[src/assert_macros.svh]
// Assertion macros shared by the operator RTL.
// No dependencies; included by the top level only.
`ifndef ASSERT_MACROS_SVH
`define ASSERT_MACROS_SVH

// Check a property on every rising edge of clk, skipped while rst is high.
`define ASSERT_CLK(lbl, prop, msg) \
  lbl: assert property (@(posedge clk) disable iff (rst) prop) else $error(msg);

// Check that a condition never holds on a rising edge of clk.
`define ASSERT_NEVER(lbl, cond, msg) \
  lbl: assert property (@(posedge clk) disable iff (rst) !(cond)) else $error(msg);

`endif

[src/fmop_pkg.sv]
// Shared types, widths and constants of the FM operator.
// No dependencies; imported by the controller, datapath and top level.
package fmop_pkg;

  localparam int unsigned PHASE_BITS_DEF      = 32;
  localparam int unsigned SINE_INDEX_BITS_DEF = 10;
  localparam int unsigned FRAC_BITS_DEF       = 15;

  localparam int unsigned KIND_W     = 2;
  localparam int unsigned MOD_W      = 16;
  localparam int unsigned STEP_W     = 32;
  localparam int unsigned SAMPLE_W   = 16;
  localparam int unsigned AMP_W      = 17;
  localparam int unsigned RATE_W     = 15;
  localparam int unsigned LEVEL_W    = 16;
  localparam int unsigned CFG_IDX_W  = 3;
  localparam int unsigned CFG_DATA_W = 16;
  localparam int unsigned S_TDATA_W  = 48;
  localparam int unsigned M_TDATA_W  = 24;

  // Shared multiplier: 33-bit signed by 18-bit signed.
  localparam int unsigned MUL_A_W = 33;
  localparam int unsigned MUL_B_W = 18;
  localparam int unsigned PROD_W  = 51;

  // Quarter-wave polynomial coefficients, Q15.
  localparam int unsigned SIN_A = 51472;
  localparam int unsigned SIN_B = 21167;
  localparam int unsigned SIN_C = 2605;

  // Item kinds carried in tuser.
  localparam logic [KIND_W-1:0] KIND_TICK    = 2'd0;
  localparam logic [KIND_W-1:0] KIND_KEY_ON  = 2'd1;
  localparam logic [KIND_W-1:0] KIND_KEY_OFF = 2'd2;

  // Configuration register indexes.
  localparam logic [CFG_IDX_W-1:0] CFG_ENV_ENABLE   = 3'd0;
  localparam logic [CFG_IDX_W-1:0] CFG_ATTACK_RATE  = 3'd1;
  localparam logic [CFG_IDX_W-1:0] CFG_DECAY_RATE   = 3'd2;
  localparam logic [CFG_IDX_W-1:0] CFG_HOLD_RATE    = 3'd3;
  localparam logic [CFG_IDX_W-1:0] CFG_RELEASE_RATE = 3'd4;
  localparam logic [CFG_IDX_W-1:0] CFG_HOLD_LEVEL   = 3'd5;

  typedef enum logic [4:0] {
    ST_IDLE    = 5'b00001,
    ST_ATTACK  = 5'b00010,
    ST_DECAY   = 5'b00100,
    ST_HOLD    = 5'b01000,
    ST_RELEASE = 5'b10000
  } env_stage_t;

  typedef enum logic [1:0] {
    ENV_PASS,
    ENV_ZERO,
    ENV_SCALE
  } env_mode_t;

  typedef enum logic [2:0] {
    MUL_PHASE,
    MUL_TT,
    MUL_CT,
    MUL_TI,
    MUL_TS,
    MUL_ENV
  } mul_sel_t;

  typedef struct packed {
    logic     load;
    logic     mul_en;
    mul_sel_t mul_sel;
    logic     phase_en;
    logic     t_en;
    logic     t2_en;
    logic     osc_en;
    logic     out_load;
  } fmop_cmd_t;

  typedef struct packed {
    logic in_tick;
  } fmop_sts_t;

endpackage

[src/fmop_ctrl.sv]
// Sequencer of the FM operator: steps the shared multiplier through one tick.
// Depends on fmop_pkg for command and status types.
module fmop_ctrl (
  input  logic                clk,
  input  logic                rst,
  input  logic                s_tvalid,
  output logic                s_tready,
  output logic                m_tvalid,
  input  logic                m_tready,
  input  fmop_pkg::fmop_sts_t sts,
  output fmop_pkg::fmop_cmd_t cmd
);
  import fmop_pkg::*;

  typedef enum logic [9:0] {
    S_IDLE = 10'b0000000001,
    S_MPH  = 10'b0000000010,
    S_PADD = 10'b0000000100,
    S_MTT  = 10'b0000001000,
    S_MC   = 10'b0000010000,
    S_MI   = 10'b0000100000,
    S_MS   = 10'b0001000000,
    S_OSC  = 10'b0010000000,
    S_ME   = 10'b0100000000,
    S_OUT  = 10'b1000000000
  } ctrl_state_t;

  ctrl_state_t state;
  ctrl_state_t state_next;
  logic        out_free;

  assign out_free = !m_tvalid || m_tready;

  always_comb begin
    state_next   = state;
    s_tready     = 1'b0;
    cmd          = '0;
    cmd.mul_sel  = MUL_PHASE;
    case (state)
      S_IDLE: begin
        s_tready = 1'b1;
        if (s_tvalid) begin
          cmd.load   = 1'b1;
          state_next = sts.in_tick ? S_MPH : S_OUT;
        end
      end
      S_MPH: begin
        cmd.mul_en  = 1'b1;
        cmd.mul_sel = MUL_PHASE;
        state_next  = S_PADD;
      end
      S_PADD: begin
        cmd.phase_en = 1'b1;
        state_next   = S_MTT;
      end
      S_MTT: begin
        cmd.mul_en  = 1'b1;
        cmd.mul_sel = MUL_TT;
        cmd.t_en    = 1'b1;
        state_next  = S_MC;
      end
      S_MC: begin
        cmd.mul_en  = 1'b1;
        cmd.mul_sel = MUL_CT;
        cmd.t2_en   = 1'b1;
        state_next  = S_MI;
      end
      S_MI: begin
        cmd.mul_en  = 1'b1;
        cmd.mul_sel = MUL_TI;
        state_next  = S_MS;
      end
      S_MS: begin
        cmd.mul_en  = 1'b1;
        cmd.mul_sel = MUL_TS;
        state_next  = S_OSC;
      end
      S_OSC: begin
        cmd.osc_en = 1'b1;
        state_next = S_ME;
      end
      S_ME: begin
        cmd.mul_en  = 1'b1;
        cmd.mul_sel = MUL_ENV;
        state_next  = S_OUT;
      end
      S_OUT: begin
        // hold until the output register is free
        if (out_free) begin
          cmd.out_load = 1'b1;
          state_next   = S_IDLE;
        end
      end
      default: state_next = S_IDLE;
    endcase
  end

  always_ff @(posedge clk) begin
    if (rst) begin
      state    <= S_IDLE;
      m_tvalid <= 1'b0;
    end else begin
      state <= state_next;
      if (cmd.out_load) begin
        m_tvalid <= 1'b1;
      end else if (m_tready) begin
        m_tvalid <= 1'b0;
      end
    end
  end

endmodule

[src/fmop_datapath.sv]
// Datapath of the FM operator: config registers, phase, envelope, sine
// polynomial on one shared multiplier, output register. Uses fmop_pkg.
module fmop_datapath #(
  parameter int unsigned PHASE_BITS      = fmop_pkg::PHASE_BITS_DEF,
  parameter int unsigned SINE_INDEX_BITS = fmop_pkg::SINE_INDEX_BITS_DEF,
  parameter int unsigned FRAC_BITS       = fmop_pkg::FRAC_BITS_DEF
) (
  input  logic                              clk,
  input  logic                              rst,
  input  logic [fmop_pkg::S_TDATA_W-1:0]    s_tdata,
  input  logic [fmop_pkg::KIND_W-1:0]       s_tuser,
  input  logic                              cfg_we,
  input  logic [fmop_pkg::CFG_IDX_W-1:0]    cfg_index,
  input  logic [fmop_pkg::CFG_DATA_W-1:0]   cfg_data,
  input  fmop_pkg::fmop_cmd_t               cmd,
  output fmop_pkg::fmop_sts_t               sts,
  output logic [fmop_pkg::M_TDATA_W-1:0]    m_tdata
);
  import fmop_pkg::*;

  localparam int unsigned QB        = SINE_INDEX_BITS - 2;
  localparam int unsigned SHIFT_T   = 15 - QB;
  localparam int unsigned OSC_SHIFT = 15 - FRAC_BITS;
  localparam int unsigned ENV_W     = AMP_W + 1;

  localparam logic [QB:0]                  QFULL   = {1'b1, {QB{1'b0}}};
  localparam logic signed [ENV_W-1:0]      ONE_Q   = ENV_W'(1 << FRAC_BITS);
  localparam logic signed [PROD_W-1:0]     SAT_HI  = PROD_W'(32767);
  localparam logic signed [PROD_W-1:0]     SAT_LO  = -PROD_W'(32768);

  // configuration
  logic               env_en;
  logic [RATE_W-1:0]  attack_rate;
  logic [RATE_W-1:0]  decay_rate;
  logic [RATE_W-1:0]  hold_rate;
  logic [RATE_W-1:0]  release_rate;
  logic [LEVEL_W-1:0] hold_level;

  // operator state
  logic [PHASE_BITS-1:0]  phase;
  logic [STEP_W-1:0]      step;
  logic [AMP_W-1:0]       amp;
  env_stage_t             stage;
  logic signed [SAMPLE_W-1:0] last_sample;
  logic                   tick_reg;

  // working registers
  logic signed [MOD_W-1:0]    mod_reg;
  env_mode_t                  env_mode;
  logic signed [PROD_W-1:0]   prod;
  logic [15:0]                t_reg;
  logic [1:0]                 quad_reg;
  logic [15:0]                t2_reg;
  logic signed [SAMPLE_W-1:0] osc_reg;
  logic signed [SAMPLE_W-1:0] out_sample;
  logic                       out_active;

  // input fields
  logic signed [MOD_W-1:0] in_mod;
  logic [STEP_W-1:0]       in_step;

  assign in_mod      = s_tdata[MOD_W-1:0];
  assign in_step     = s_tdata[MOD_W +: STEP_W];
  assign sts.in_tick = (s_tuser == KIND_TICK);

  always_ff @(posedge clk) begin
    if (rst) begin
      env_en       <= 1'b0;
      attack_rate  <= '0;
      decay_rate   <= '0;
      hold_rate    <= '0;
      release_rate <= '0;
      hold_level   <= '0;
    end else if (cfg_we) begin
      case (cfg_index)
        CFG_ENV_ENABLE:   env_en       <= cfg_data[0];
        CFG_ATTACK_RATE:  attack_rate  <= cfg_data[RATE_W-1:0];
        CFG_DECAY_RATE:   decay_rate   <= cfg_data[RATE_W-1:0];
        CFG_HOLD_RATE:    hold_rate    <= cfg_data[RATE_W-1:0];
        CFG_RELEASE_RATE: release_rate <= cfg_data[RATE_W-1:0];
        CFG_HOLD_LEVEL:   hold_level   <= cfg_data[LEVEL_W-1:0];
        default: ;
      endcase
    end
  end

  // envelope step for one tick
  logic signed [ENV_W-1:0] amp_ext;
  logic signed [ENV_W-1:0] rate_ext;
  logic signed [ENV_W-1:0] amp_sum;
  logic signed [ENV_W-1:0] level_ext;
  logic signed [ENV_W-1:0] amp_work;
  env_stage_t              st_work;
  env_stage_t              stage_next;
  logic [AMP_W-1:0]        amp_next;
  env_mode_t               mode_next;

  assign amp_ext   = ENV_W'(amp);
  assign level_ext = ENV_W'(hold_level);
  assign amp_sum   = amp_ext + rate_ext;

  always_comb begin
    case (stage)
      ST_ATTACK: rate_ext = ENV_W'(attack_rate);
      ST_DECAY:  rate_ext = -ENV_W'(decay_rate);
      ST_HOLD:   rate_ext = -ENV_W'(hold_rate);
      default:   rate_ext = -ENV_W'(release_rate);
    endcase
  end

  always_comb begin
    stage_next = stage;
    amp_next   = amp;
    mode_next  = ENV_SCALE;
    st_work    = stage;
    amp_work   = amp_sum;
    if (!env_en) begin
      mode_next = ENV_PASS;
      if (stage == ST_RELEASE) begin
        stage_next = ST_IDLE;
      end
    end else if (stage == ST_IDLE) begin
      mode_next = ENV_ZERO;
    end else if (amp_sum <= 0) begin
      stage_next = ST_IDLE;
      amp_next   = '0;
      mode_next  = ENV_ZERO;
    end else begin
      if (stage == ST_ATTACK && amp_sum >= ONE_Q) begin
        amp_work = ONE_Q;
        st_work  = ST_DECAY;
      end
      if (st_work == ST_DECAY && amp_work <= level_ext) begin
        amp_work = level_ext;
        st_work  = ST_HOLD;
      end
      stage_next = st_work;
      amp_next   = amp_work[AMP_W-1:0];
    end
  end

  // sine index and mirrored quarter-wave position
  logic [SINE_INDEX_BITS-1:0] idx;
  logic [1:0]                 quad;
  logic [QB-1:0]              pos;
  logic [QB:0]                posm;
  logic [15:0]                t_cur;

  assign idx   = phase[PHASE_BITS-1 -: SINE_INDEX_BITS];
  assign quad  = idx[SINE_INDEX_BITS-1 -: 2];
  assign pos   = idx[QB-1:0];
  assign posm  = quad[0] ? (QFULL - {1'b0, pos}) : {1'b0, pos};
  assign t_cur = {posm, {SHIFT_T{1'b0}}};

  // shared multiplier operand select
  logic signed [MUL_A_W-1:0] mul_a;
  logic signed [MUL_B_W-1:0] mul_b;
  logic signed [PROD_W-1:0]  mul_p;

  always_comb begin
    case (cmd.mul_sel)
      MUL_PHASE: begin
        mul_a = MUL_A_W'(step);
        mul_b = MUL_B_W'(mod_reg) + ONE_Q;
      end
      MUL_TT: begin
        mul_a = MUL_A_W'(t_cur);
        mul_b = MUL_B_W'(t_cur);
      end
      MUL_CT: begin
        mul_a = MUL_A_W'(SIN_C);
        mul_b = MUL_B_W'(prod[30:15]);
      end
      MUL_TI: begin
        mul_a = MUL_A_W'(t2_reg);
        mul_b = MUL_B_W'(SIN_B) - MUL_B_W'(prod[26:15]);
      end
      MUL_TS: begin
        mul_a = MUL_A_W'(t_reg);
        mul_b = MUL_B_W'(SIN_A) - MUL_B_W'(prod[29:15]);
      end
      MUL_ENV: begin
        mul_a = MUL_A_W'(osc_reg);
        mul_b = MUL_B_W'(amp);
      end
      default: begin
        mul_a = '0;
        mul_b = '0;
      end
    endcase
  end

  assign mul_p = mul_a * mul_b;

  // sine from the final polynomial product: saturate, scale, sign by quadrant
  logic [15:0]                s_raw;
  logic [14:0]                s_mag;
  logic [14:0]                s_shift;
  logic signed [SAMPLE_W-1:0] osc_next;

  assign s_raw    = prod[30:15];
  assign s_mag    = s_raw[15] ? 15'h7FFF : s_raw[14:0];
  assign s_shift  = s_mag >> OSC_SHIFT;
  assign osc_next = quad_reg[1] ? -SAMPLE_W'(s_shift) : SAMPLE_W'(s_shift);

  // floor of the product by one, shared by phase update and envelope scaling
  logic signed [PROD_W-1:0]   prod_q;
  logic signed [SAMPLE_W-1:0] result;

  assign prod_q = prod >>> FRAC_BITS;

  always_comb begin
    case (env_mode)
      ENV_PASS:  result = osc_reg;
      ENV_ZERO:  result = '0;
      ENV_SCALE: begin
        if (prod_q > SAT_HI) begin
          result = SAT_HI[SAMPLE_W-1:0];
        end else if (prod_q < SAT_LO) begin
          result = SAT_LO[SAMPLE_W-1:0];
        end else begin
          result = prod_q[SAMPLE_W-1:0];
        end
      end
      default:   result = '0;
    endcase
  end

  always_ff @(posedge clk) begin
    if (rst) begin
      phase       <= '0;
      step        <= '0;
      amp         <= '0;
      stage       <= ST_IDLE;
      last_sample <= '0;
      tick_reg    <= 1'b0;
    end else begin
      if (cmd.load) begin
        tick_reg <= sts.in_tick;
        case (s_tuser)
          KIND_TICK: begin
            amp   <= amp_next;
            stage <= stage_next;
          end
          KIND_KEY_ON: begin
            step  <= in_step;
            phase <= '0;
            amp   <= '0;
            stage <= ST_ATTACK;
          end
          KIND_KEY_OFF: begin
            if (stage != ST_IDLE) begin
              stage <= ST_RELEASE;
            end
          end
          default: ;
        endcase
      end
      if (cmd.phase_en) begin
        phase <= phase + prod_q[PHASE_BITS-1:0];
      end
      if (cmd.out_load && tick_reg) begin
        last_sample <= result;
      end
    end
  end

  always_ff @(posedge clk) begin
    if (cmd.load) begin
      mod_reg  <= in_mod;
      env_mode <= mode_next;
    end
    if (cmd.mul_en) begin
      prod <= mul_p;
    end
    if (cmd.t_en) begin
      t_reg    <= t_cur;
      quad_reg <= quad;
    end
    if (cmd.t2_en) begin
      t2_reg <= prod[30:15];
    end
    if (cmd.osc_en) begin
      osc_reg <= osc_next;
    end
    if (cmd.out_load) begin
      out_sample <= tick_reg ? result : last_sample;
      out_active <= (stage != ST_IDLE);
    end
  end

  assign m_tdata = M_TDATA_W'({out_active, out_sample});

endmodule

[src/fm_operator_with_envelope_core.sv]
// FM operator core. A tick walks the multiplier schedule before its result
// is loaded into the output register; key on/off and unused kinds go straight
// to the output load. No new beat is taken before the last result is loaded;
// the tick time is set by six dependent products on one shared 33x18 multiplier.
// Reset: rst (synchronous, active high) clears config, phase, step, envelope
// and the held sample, and drops the output beat.
`include "assert_macros.svh"

module fm_operator_with_envelope_core #(
  parameter int unsigned PHASE_BITS      = fmop_pkg::PHASE_BITS_DEF,
  parameter int unsigned SINE_INDEX_BITS = fmop_pkg::SINE_INDEX_BITS_DEF,
  parameter int unsigned FRAC_BITS       = fmop_pkg::FRAC_BITS_DEF
) (
  input  logic                            clk,
  input  logic                            rst,
  // slave side
  input  logic                            s_tvalid,
  output logic                            s_tready,
  input  logic [fmop_pkg::S_TDATA_W-1:0]  s_tdata,   // [15:0] modulation, [47:16] phase_step
  input  logic [fmop_pkg::KIND_W-1:0]     s_tuser,   // [1:0] kind
  // master side
  output logic                            m_tvalid,
  input  logic                            m_tready,
  output logic [fmop_pkg::M_TDATA_W-1:0]  m_tdata,   // [15:0] sample, [16] active, zero fill
  // configuration writes
  input  logic                            cfg_we,
  input  logic [fmop_pkg::CFG_IDX_W-1:0]  cfg_index,
  input  logic [fmop_pkg::CFG_DATA_W-1:0] cfg_data
);
  import fmop_pkg::*;

  fmop_cmd_t cmd;
  fmop_sts_t sts;

  // Controller: takes a beat only when idle, walks the multiplier schedule
  // for a tick (phase step, t*t, C*t2, t2*inner, t*inner2, sine*amplitude),
  // then holds the result until the output register is free. A new beat is
  // taken while the previous result still waits on the master side.
  fmop_ctrl u_ctrl (
    .clk      (clk),
    .rst      (rst),
    .s_tvalid (s_tvalid),
    .s_tready (s_tready),
    .m_tvalid (m_tvalid),
    .m_tready (m_tready),
    .sts      (sts),
    .cmd      (cmd)
  );

  // Datapath: config registers, phase accumulator, envelope stage and level
  // (updated in the accept cycle of a tick), sine polynomial and the output
  // register that keeps the master payload stable while it waits.
  fmop_datapath #(
    .PHASE_BITS      (PHASE_BITS),
    .SINE_INDEX_BITS (SINE_INDEX_BITS),
    .FRAC_BITS       (FRAC_BITS)
  ) u_dp (
    .clk       (clk),
    .rst       (rst),
    .s_tdata   (s_tdata),
    .s_tuser   (s_tuser),
    .cfg_we    (cfg_we),
    .cfg_index (cfg_index),
    .cfg_data  (cfg_data),
    .cmd       (cmd),
    .sts       (sts),
    .m_tdata   (m_tdata)
  );

  // Never load the output register over a beat that is still waiting.
  `ASSERT_NEVER(a_no_overwrite, cmd.out_load && m_tvalid && !m_tready, "output beat overwritten")
  // The block works on one item at a time: busy right after a beat is taken.
  `ASSERT_CLK(a_busy_after_accept, (s_tvalid && s_tready) |=> !s_tready, "second beat taken while busy")
  // Input registers load only on a completed slave handshake.
  `ASSERT_CLK(a_load_on_beat, cmd.load |-> (s_tvalid && s_tready), "load without input beat")

endmodule
[config.mk]
export PLATFORM = sky130hd
export DESIGN_NAME = fm_operator_with_envelope_core
export DESIGN_NICKNAME = d
export VERILOG_FILES = /design/src/fmop_pkg.sv /design/src/fmop_ctrl.sv /design/src/fmop_datapath.sv /design/src/fm_operator_with_envelope_core.sv
export VERILOG_INCLUDE_DIRS = /design/src /design/src/src
export SDC_FILE = /design/constraint.sdc
export NUM_CORES = 2
export LEC_CHECK = 0
export BUFFER_PORTS_ARGS = -buffer_cell sky130_fd_sc_hd__buf_2
export CAP_MARGIN = 5
export CORE_ASPECT_RATIO = 2
export CORE_MARGIN = 2
export CORE_UTILIZATION = 45
export DETAILED_ROUTE_END_ITERATION = 10
export SLEW_MARGIN = 0
export SYNTH_ARGS = -nofsm -noshare
export SYNTH_HDL_FRONTEND = slang
export SYNTH_SLANG_ARGS = --single-unit
export TNS_END_PERCENT = 50
[constraint.sdc]
create_clock -name clk -period 8.1 [get_ports clk]
set_input_delay 1.215 -clock clk [delete_from_list [all_inputs] [get_ports clk]]
set_output_delay 1.215 -clock clk [all_outputs]
set_load 0.01 [all_outputs]
# [After elaboration in Yosys (flattened, before gate mapping)]
# Cells that the tools add are included.
[word_totals] elab_cells=156 register_bits=320 out_inout_bits=26
[op_classes] muxes=51 magnitude_cmp=5 n_bitwise=1 n_eq_ne=37 add_sub_neg=10 reduce_logical=26 n_mul=1
[op_table] op="33-bit one-hot mux with 6 select lines" n=1
[op_table] op="18-bit one-hot mux with 6 select lines" n=1
[op_table] op="10-bit one-hot mux with 10 select lines" n=1
[op_table] op="32-bit two-way mux" n=3
[op_table] op="18-bit two-way mux" n=4
[op_table] op="17-bit two-way mux" n=4
[op_table] op="15-bit negation with 18-bit output" n=3
[op_table] op="18-bit one-hot mux with 3 select lines" n=1
[op_table] op="33-bit by 18-bit multiplier with 51-bit output" n=1
[op_table] op="5-bit two-way mux" n=10
[op_table] op="16-bit two-way mux" n=3
[op_table] op="36-bit by 16-bit greater-than comparator with 1-bit output (second input constant)" n=1
[op_table] op="36-bit by 16-bit < comparator with 1-bit output (second input constant)" n=1
[op_table] op="17-bit one-hot mux with 2 select lines" n=1
[op_table] op="32-bit adder" n=1
[op_table] op="16-bit one-hot mux with 2 select lines" n=1
[op_table] op="10-bit two-way mux" n=3
[op_table] op="15-bit two-way mux" n=2
[op_table] op="4-bit one-hot mux with 6 select lines" n=1
[op_table] op="16-bit by 17-bit adder with 18-bit output (second input constant)" n=1
[op_table] op="18-bit adder" n=1
[op_table] op="18-bit by 17-bit greater-or-equal comparator with 1-bit output (second input constant)" n=1
[op_table] op="18-bit by 1-bit less-or-equal comparator with 1-bit output (second input constant)" n=1
[op_table] op="18-bit by 17-bit less-or-equal comparator with 1-bit output" n=1
[op_table] op="other kinds (45)" n=83

# [Logic depth before layout (Yosys ltp)]
[depth] ltp_word=16 depth_mapped=38 depth_no_buf=36

# [Hierarchy]
# From an unflattened synthesis, not the netlist that was laid out.
[unflattened] hier_cells=4325 area_unflattened_um2=36567.6
[modules_own_cells] mod="fmop_datapath" seq_area_each_um2=6996.7 n_inst=1 area_each_um2=35914.4 cells_each=4254
[modules_own_cells] mod="fmop_ctrl" seq_area_each_um2=220.2 n_inst=1 area_each_um2=653.1 cells_each=71

# [Worst setup path before layout]
# Ideal clock, no wire load.
[synth_timing] path_type="register to register" start="register u_ctrl.state[0]" end="register u_dp.prod[47] (data pin)" t_arrival_ps=8471 slack_ps=-633 path_buffers=4 path_stages_with_launch=33 required_time_ps=7838 cell_sequence="dfxtp_1 or4_4 nor3_2 and3_1 clkbuf_1 clkbuf_1 clkbuf_1 a221oi_1 o211ai_1 clkbuf_1 nand2_1 fa_1 inv_1 fa_1 fa_1 fa_1 fa_1 inv_1 fa_1 inv_1 ha_1 nand3_1 or2_0 or3_1 o21ai_0 a31oi_1 o2111a_1 or2_1 o31ai_4 a21oi_1 nor2b_1 o21bai_1 xor2_1"
[synth_via] elab_chain_len=5 elab_cells_between_ends=16 cone_classes="1 x mul; 11 x eq/ne; 3 x mux; 1 x reduce/logical"
[synth_lines] item="from (decl)" line="fmop_ctrl.sv:28" text="ctrl_state_t state;"
[synth_lines] item="from (signal assigned)" line="fmop_ctrl.sv:103" text="state <= state_next;"
[synth_lines] item="10-bit by 9-bit equality test with 1-bit output, or another cell as far along" line="fmop_ctrl.sv:39" text="case (state)"
[synth_lines] item="4-bit one-hot mux with 6 select lines *" line="fmop_ctrl.sv:39"
[synth_lines] item="3-bit equality test, or another cell as far along" line="fmop_datapath.sv:161" text="case (cmd.mul_sel)"
[synth_lines] item="33-bit one-hot mux with 6 select lines / 18-bit one-hot mux with 6 select lines (equally long branches)" line="fmop_datapath.sv:161"
[synth_lines] item="33-bit by 18-bit multiplier with 51-bit output *" line="fmop_datapath.sv:193" text="assign mul_p = mul_a * mul_b;"
[synth_lines] item="via u_dp.mul_p[47]" line="fmop_datapath.sv:158" text="logic signed [PROD_W-1:0] mul_p;"
[synth_lines] item="to (signal assigned)" line="fmop_datapath.sv:274" text="prod <= mul_p;"
[synth_lines] item="to (decl)" line="fmop_datapath.sv:50" text="logic signed [PROD_W-1:0] prod;"
# Mark *: on every way through the listed nets, which the timed path passes. The rest lies on a longest branch.
# A chain may end at the register's enable or synchronous reset.

# [Worst setup path in the final report]
[layout_timing] start="register u_ctrl.state[1]" end="register u_dp.prod[50] (data pin)"
# The elaborated chain is that of the path after synthesis.

==> run_results.csv <==
group,metric,value,unit
sta,fin_skew,15.8,ps
sta,setup_violations,26,
cts,numCtsBuffers,34,
cts,clock_latency,570,ps
setup_path,endpoint_kind,"register",
die,start_util,0.455,
synthesis,synth_ff_type,"dfxtp_1",
route,drt_iter0_drc,1675,
global_routing,grt_pass1_wl,189000,microns
cells_and_area,final_cell_mix,"inv_1 (739), nand2_1 (696), fa_1 (524)",
global_routing,grt_pass1_vias,33700,
die,fp.dieH,404,microns
synthesis,synthCells,4228,
sta,worst_pin_slew,1150,ps
setup_path,reg2regPathDepth,30,
cells_and_area,reg.largest.list,"u_dp.prod: 36 flops, u_dp.phase: 32 flops, u_dp.step: 32 flops",
route,avgViaCountPerCell,5.45,
synthesis,yosys_warnings,0,
route,post-route-drc-count,0,
setup_path,timing.rr.end,"u_dp.prod[50]",
sta,fin_crit_sh,1.08,
setup_path,crit_cells,30,
cells_and_area,final_cells,5757,
power,ir_drop,0.176,mV
synthesis,synthesis.area,36100,sq um
cts,cts_root_buf,"clkbuf_16",
synthesis,ys_seq_area_frac,0.200,
global_routing,grt_max_degree,68,
cells_and_area,area_delta_synth_final,19.9,%
setup_path,crit_path_max_fanout,6,
cells_and_area,num-nets-final,5534,
cells_and_area,drive_gt1_frac,0.175,
setup_path,reg2reg_from,"u_ctrl.state[1]",
setup_path,startpoint,"u_ctrl.state[1]",
cells_and_area,regMostFlops,"u_dp.prod",
setup_path,critPathLaunchType,"register",
global_routing,antenna_found_initial,2,
power,pwr_density_cell,113,nW/um^2
die,die_area,82600,sq um
setup_path,crit_family,"adder cells",
worst_hold_path,hp-class,"register to register",
sta,max_slew_margin,0.234,
cts,max-clock-path-buffers,3,
synthesis,ys_seq_elements,304,
power,p_leak,0.0208,uW
sta,fin_crit,8710,ps
synthesis,synth_top_area_share,0.297,
cells_and_area,post-route-util,0.546,
synthesis,ys_types,91,
setup_path,r2r_slack,-610,ps
global_routing,grt_usage,0.303,
cells_and_area,largest_reg_flops,36,
sta,setup_ws,-614,ps
sta,rsz0062_at_grt,"yes",
setup_path,cpPeakStageDelay,580,ps
cts,clk_pin_slew,70,ps
place,dp_hpwl,103000,microns
cells_and_area,final_common_cell,"inv_1",
worst_hold_path,holdPathStages,2,
worst_hold_path,min_from,"u_dp.step[2]",
die,die_x,204,microns
cts,tritoncts,"yes",
route,routed_wl,122000,microns
setup_path,crit_buf_inv,5,
route,ant_nets,0,
global_routing,gr-total-overflow,0,
route,vias,31400,
synthesis,synth_edf_count,113,
die,fp-row-count,146,
place,place_inst,5675,
sta,tns,-8640,ps
sta,fmax,115,MHz
place,place_congestion,0.983,
synthesis,yosys.area.top_type,"fa_1",
place,numPortBuffers,92,
run_status,violations,"setup timing",
route,avgRoutedWirePerCell,21.2,microns
die,io_pins,100,
setup_path,critPathRequiredTime,8420,ps
die,fp.coreArea,79300,sq um
job,drv_cap,0,
setup_path,criticalPathCategory,"register to register",
worst_hold_path,hold_end,"u_dp.step[2]",
synthesis,async_flop_share,0,
setup_path,slowest_stage,"fa_1",
cts,h-tree-depth,2,
route,dr.pass1.iters,5,
sta,hold_viol,0,
setup_path,critical_path_arrival,9030,ps
sta,slew_violations,0,
synthesis,syn_area_per_cell,8.53,sq um
synthesis,synth_area_leaders,"fa_1 (30%), dfxtp_1 (11%), edfxtp_1 (9.4%), ha_1 (7.9%), inv_1 (7.8%)",
cts,clkSinkCount,304,
run_status,status,"finished with violations",
## cell type report
| cell class | count | area (sq um) |
|---|---|---|
| timing repair buffer | 616 | 4790 |
| tap | 1036 | 1300 |
| sequential | 304 | 7220 |
| inverter | 755 | 2840 |
| fill | 7522 | 36000 |
| multi-input combinational | 2984 | 25900 |
| clock buffer | 48 | 1030 |
| clock inverter | 13 | 128 |
| antenna | 1 | 2.50 |
## worst register-to-register path: cells and delay by family, from the launching register on
kind,cells,cell delay [ps]
AND/OR/NAND/NOR,7,1900
AO/OA/AOI/OAI,10,2210
buffers and inverters,5,570
XOR/XNOR,1,120
flip-flops,1,320
adder cells (fa/ha/maj),7,3340
## synth_stat cells, types with 37 or more instances
cell type and number:
o21ai_0 70, a21o_1 47, xor2_1 54, dfxtp_1 191
edfxtp_1 113, nor2_1 414, a21oi_1 246, o211ai_1 37
xnor2_1 69, nand3_1 61, nor3_1 41, ha_1 229
fa_1 536, clkbuf_1 174, inv_1 751, nand2_1 698
## stage by stage
stage	hold WS (ps)	area (sq um)	total power, uW	worst slack (ps)
6_report	456	43300	4910	-614
3_5_place_dp	447	41600	3230	-848
5_1_grt	468	43200	5140	-876
2_1_floorplan	423	36600	2580	-31.2
4_1_cts	455	43100	4910	-624
3_3_place_gp	431	41600	3230	-808
## worst max path at each step
stage / end
2_1_floorplan: u_dp.prod[50]
3_3_place_gp: u_dp.prod[45]
3_5_place_dp: u_dp.prod[45]
4_1_cts: u_dp.prod[50]
5_1_grt: u_dp.prod[50]
6_report: u_dp.prod[50]
## repair_timing
item,4_1_cts,5_1_grt
setup buffers,10,11
endpoints found under the hold margin,0,0
resized for setup,36,30
pin swaps,22,38
cloned,2,0
endpoints found under the setup margin,29,33
hold buffers,0,0
## logic make-up (layout without fill, tap and decap cells)
| kind of cell | count (synthesis) | after routing | synth area share |
|---|---|---|---|
| buffers and inverters | 947 | 1432 | 0.0997 |
| AND/OR/NAND/NOR | 1419 | 1419 | 0.168 |
| AO/OA/AOI/OAI | 631 | 632 | 0.114 |
| XOR/XNOR | 123 | 123 | 0.0299 |
| multiplexers | 38 | 38 | 0.0112 |
| flip-flops | 304 | 304 | 0.200 |
| adder cells (fa/ha/maj) | 765 | 765 | 0.377 |
| other | 1 | 8 | 0.000104 |
## power breakdown
group	switching (uW)	internal [uW]	leakage [uW]	total, uW
clock	702	928	0.000562	1630
sequential	35.6	1630	0.00259	1670
combinational	948	659	0.0177	1610
## layer usage
metal,wire length [microns],vias up,track usage
met5,0,-,0
met3,5660,448,0.0311
met4,10500,0,0.207
met1,40300,15400,0.304
met2,65700,1116,0.576
li1,-,14400,-
No activity file was read; power rests on OpenSTA's default activity.
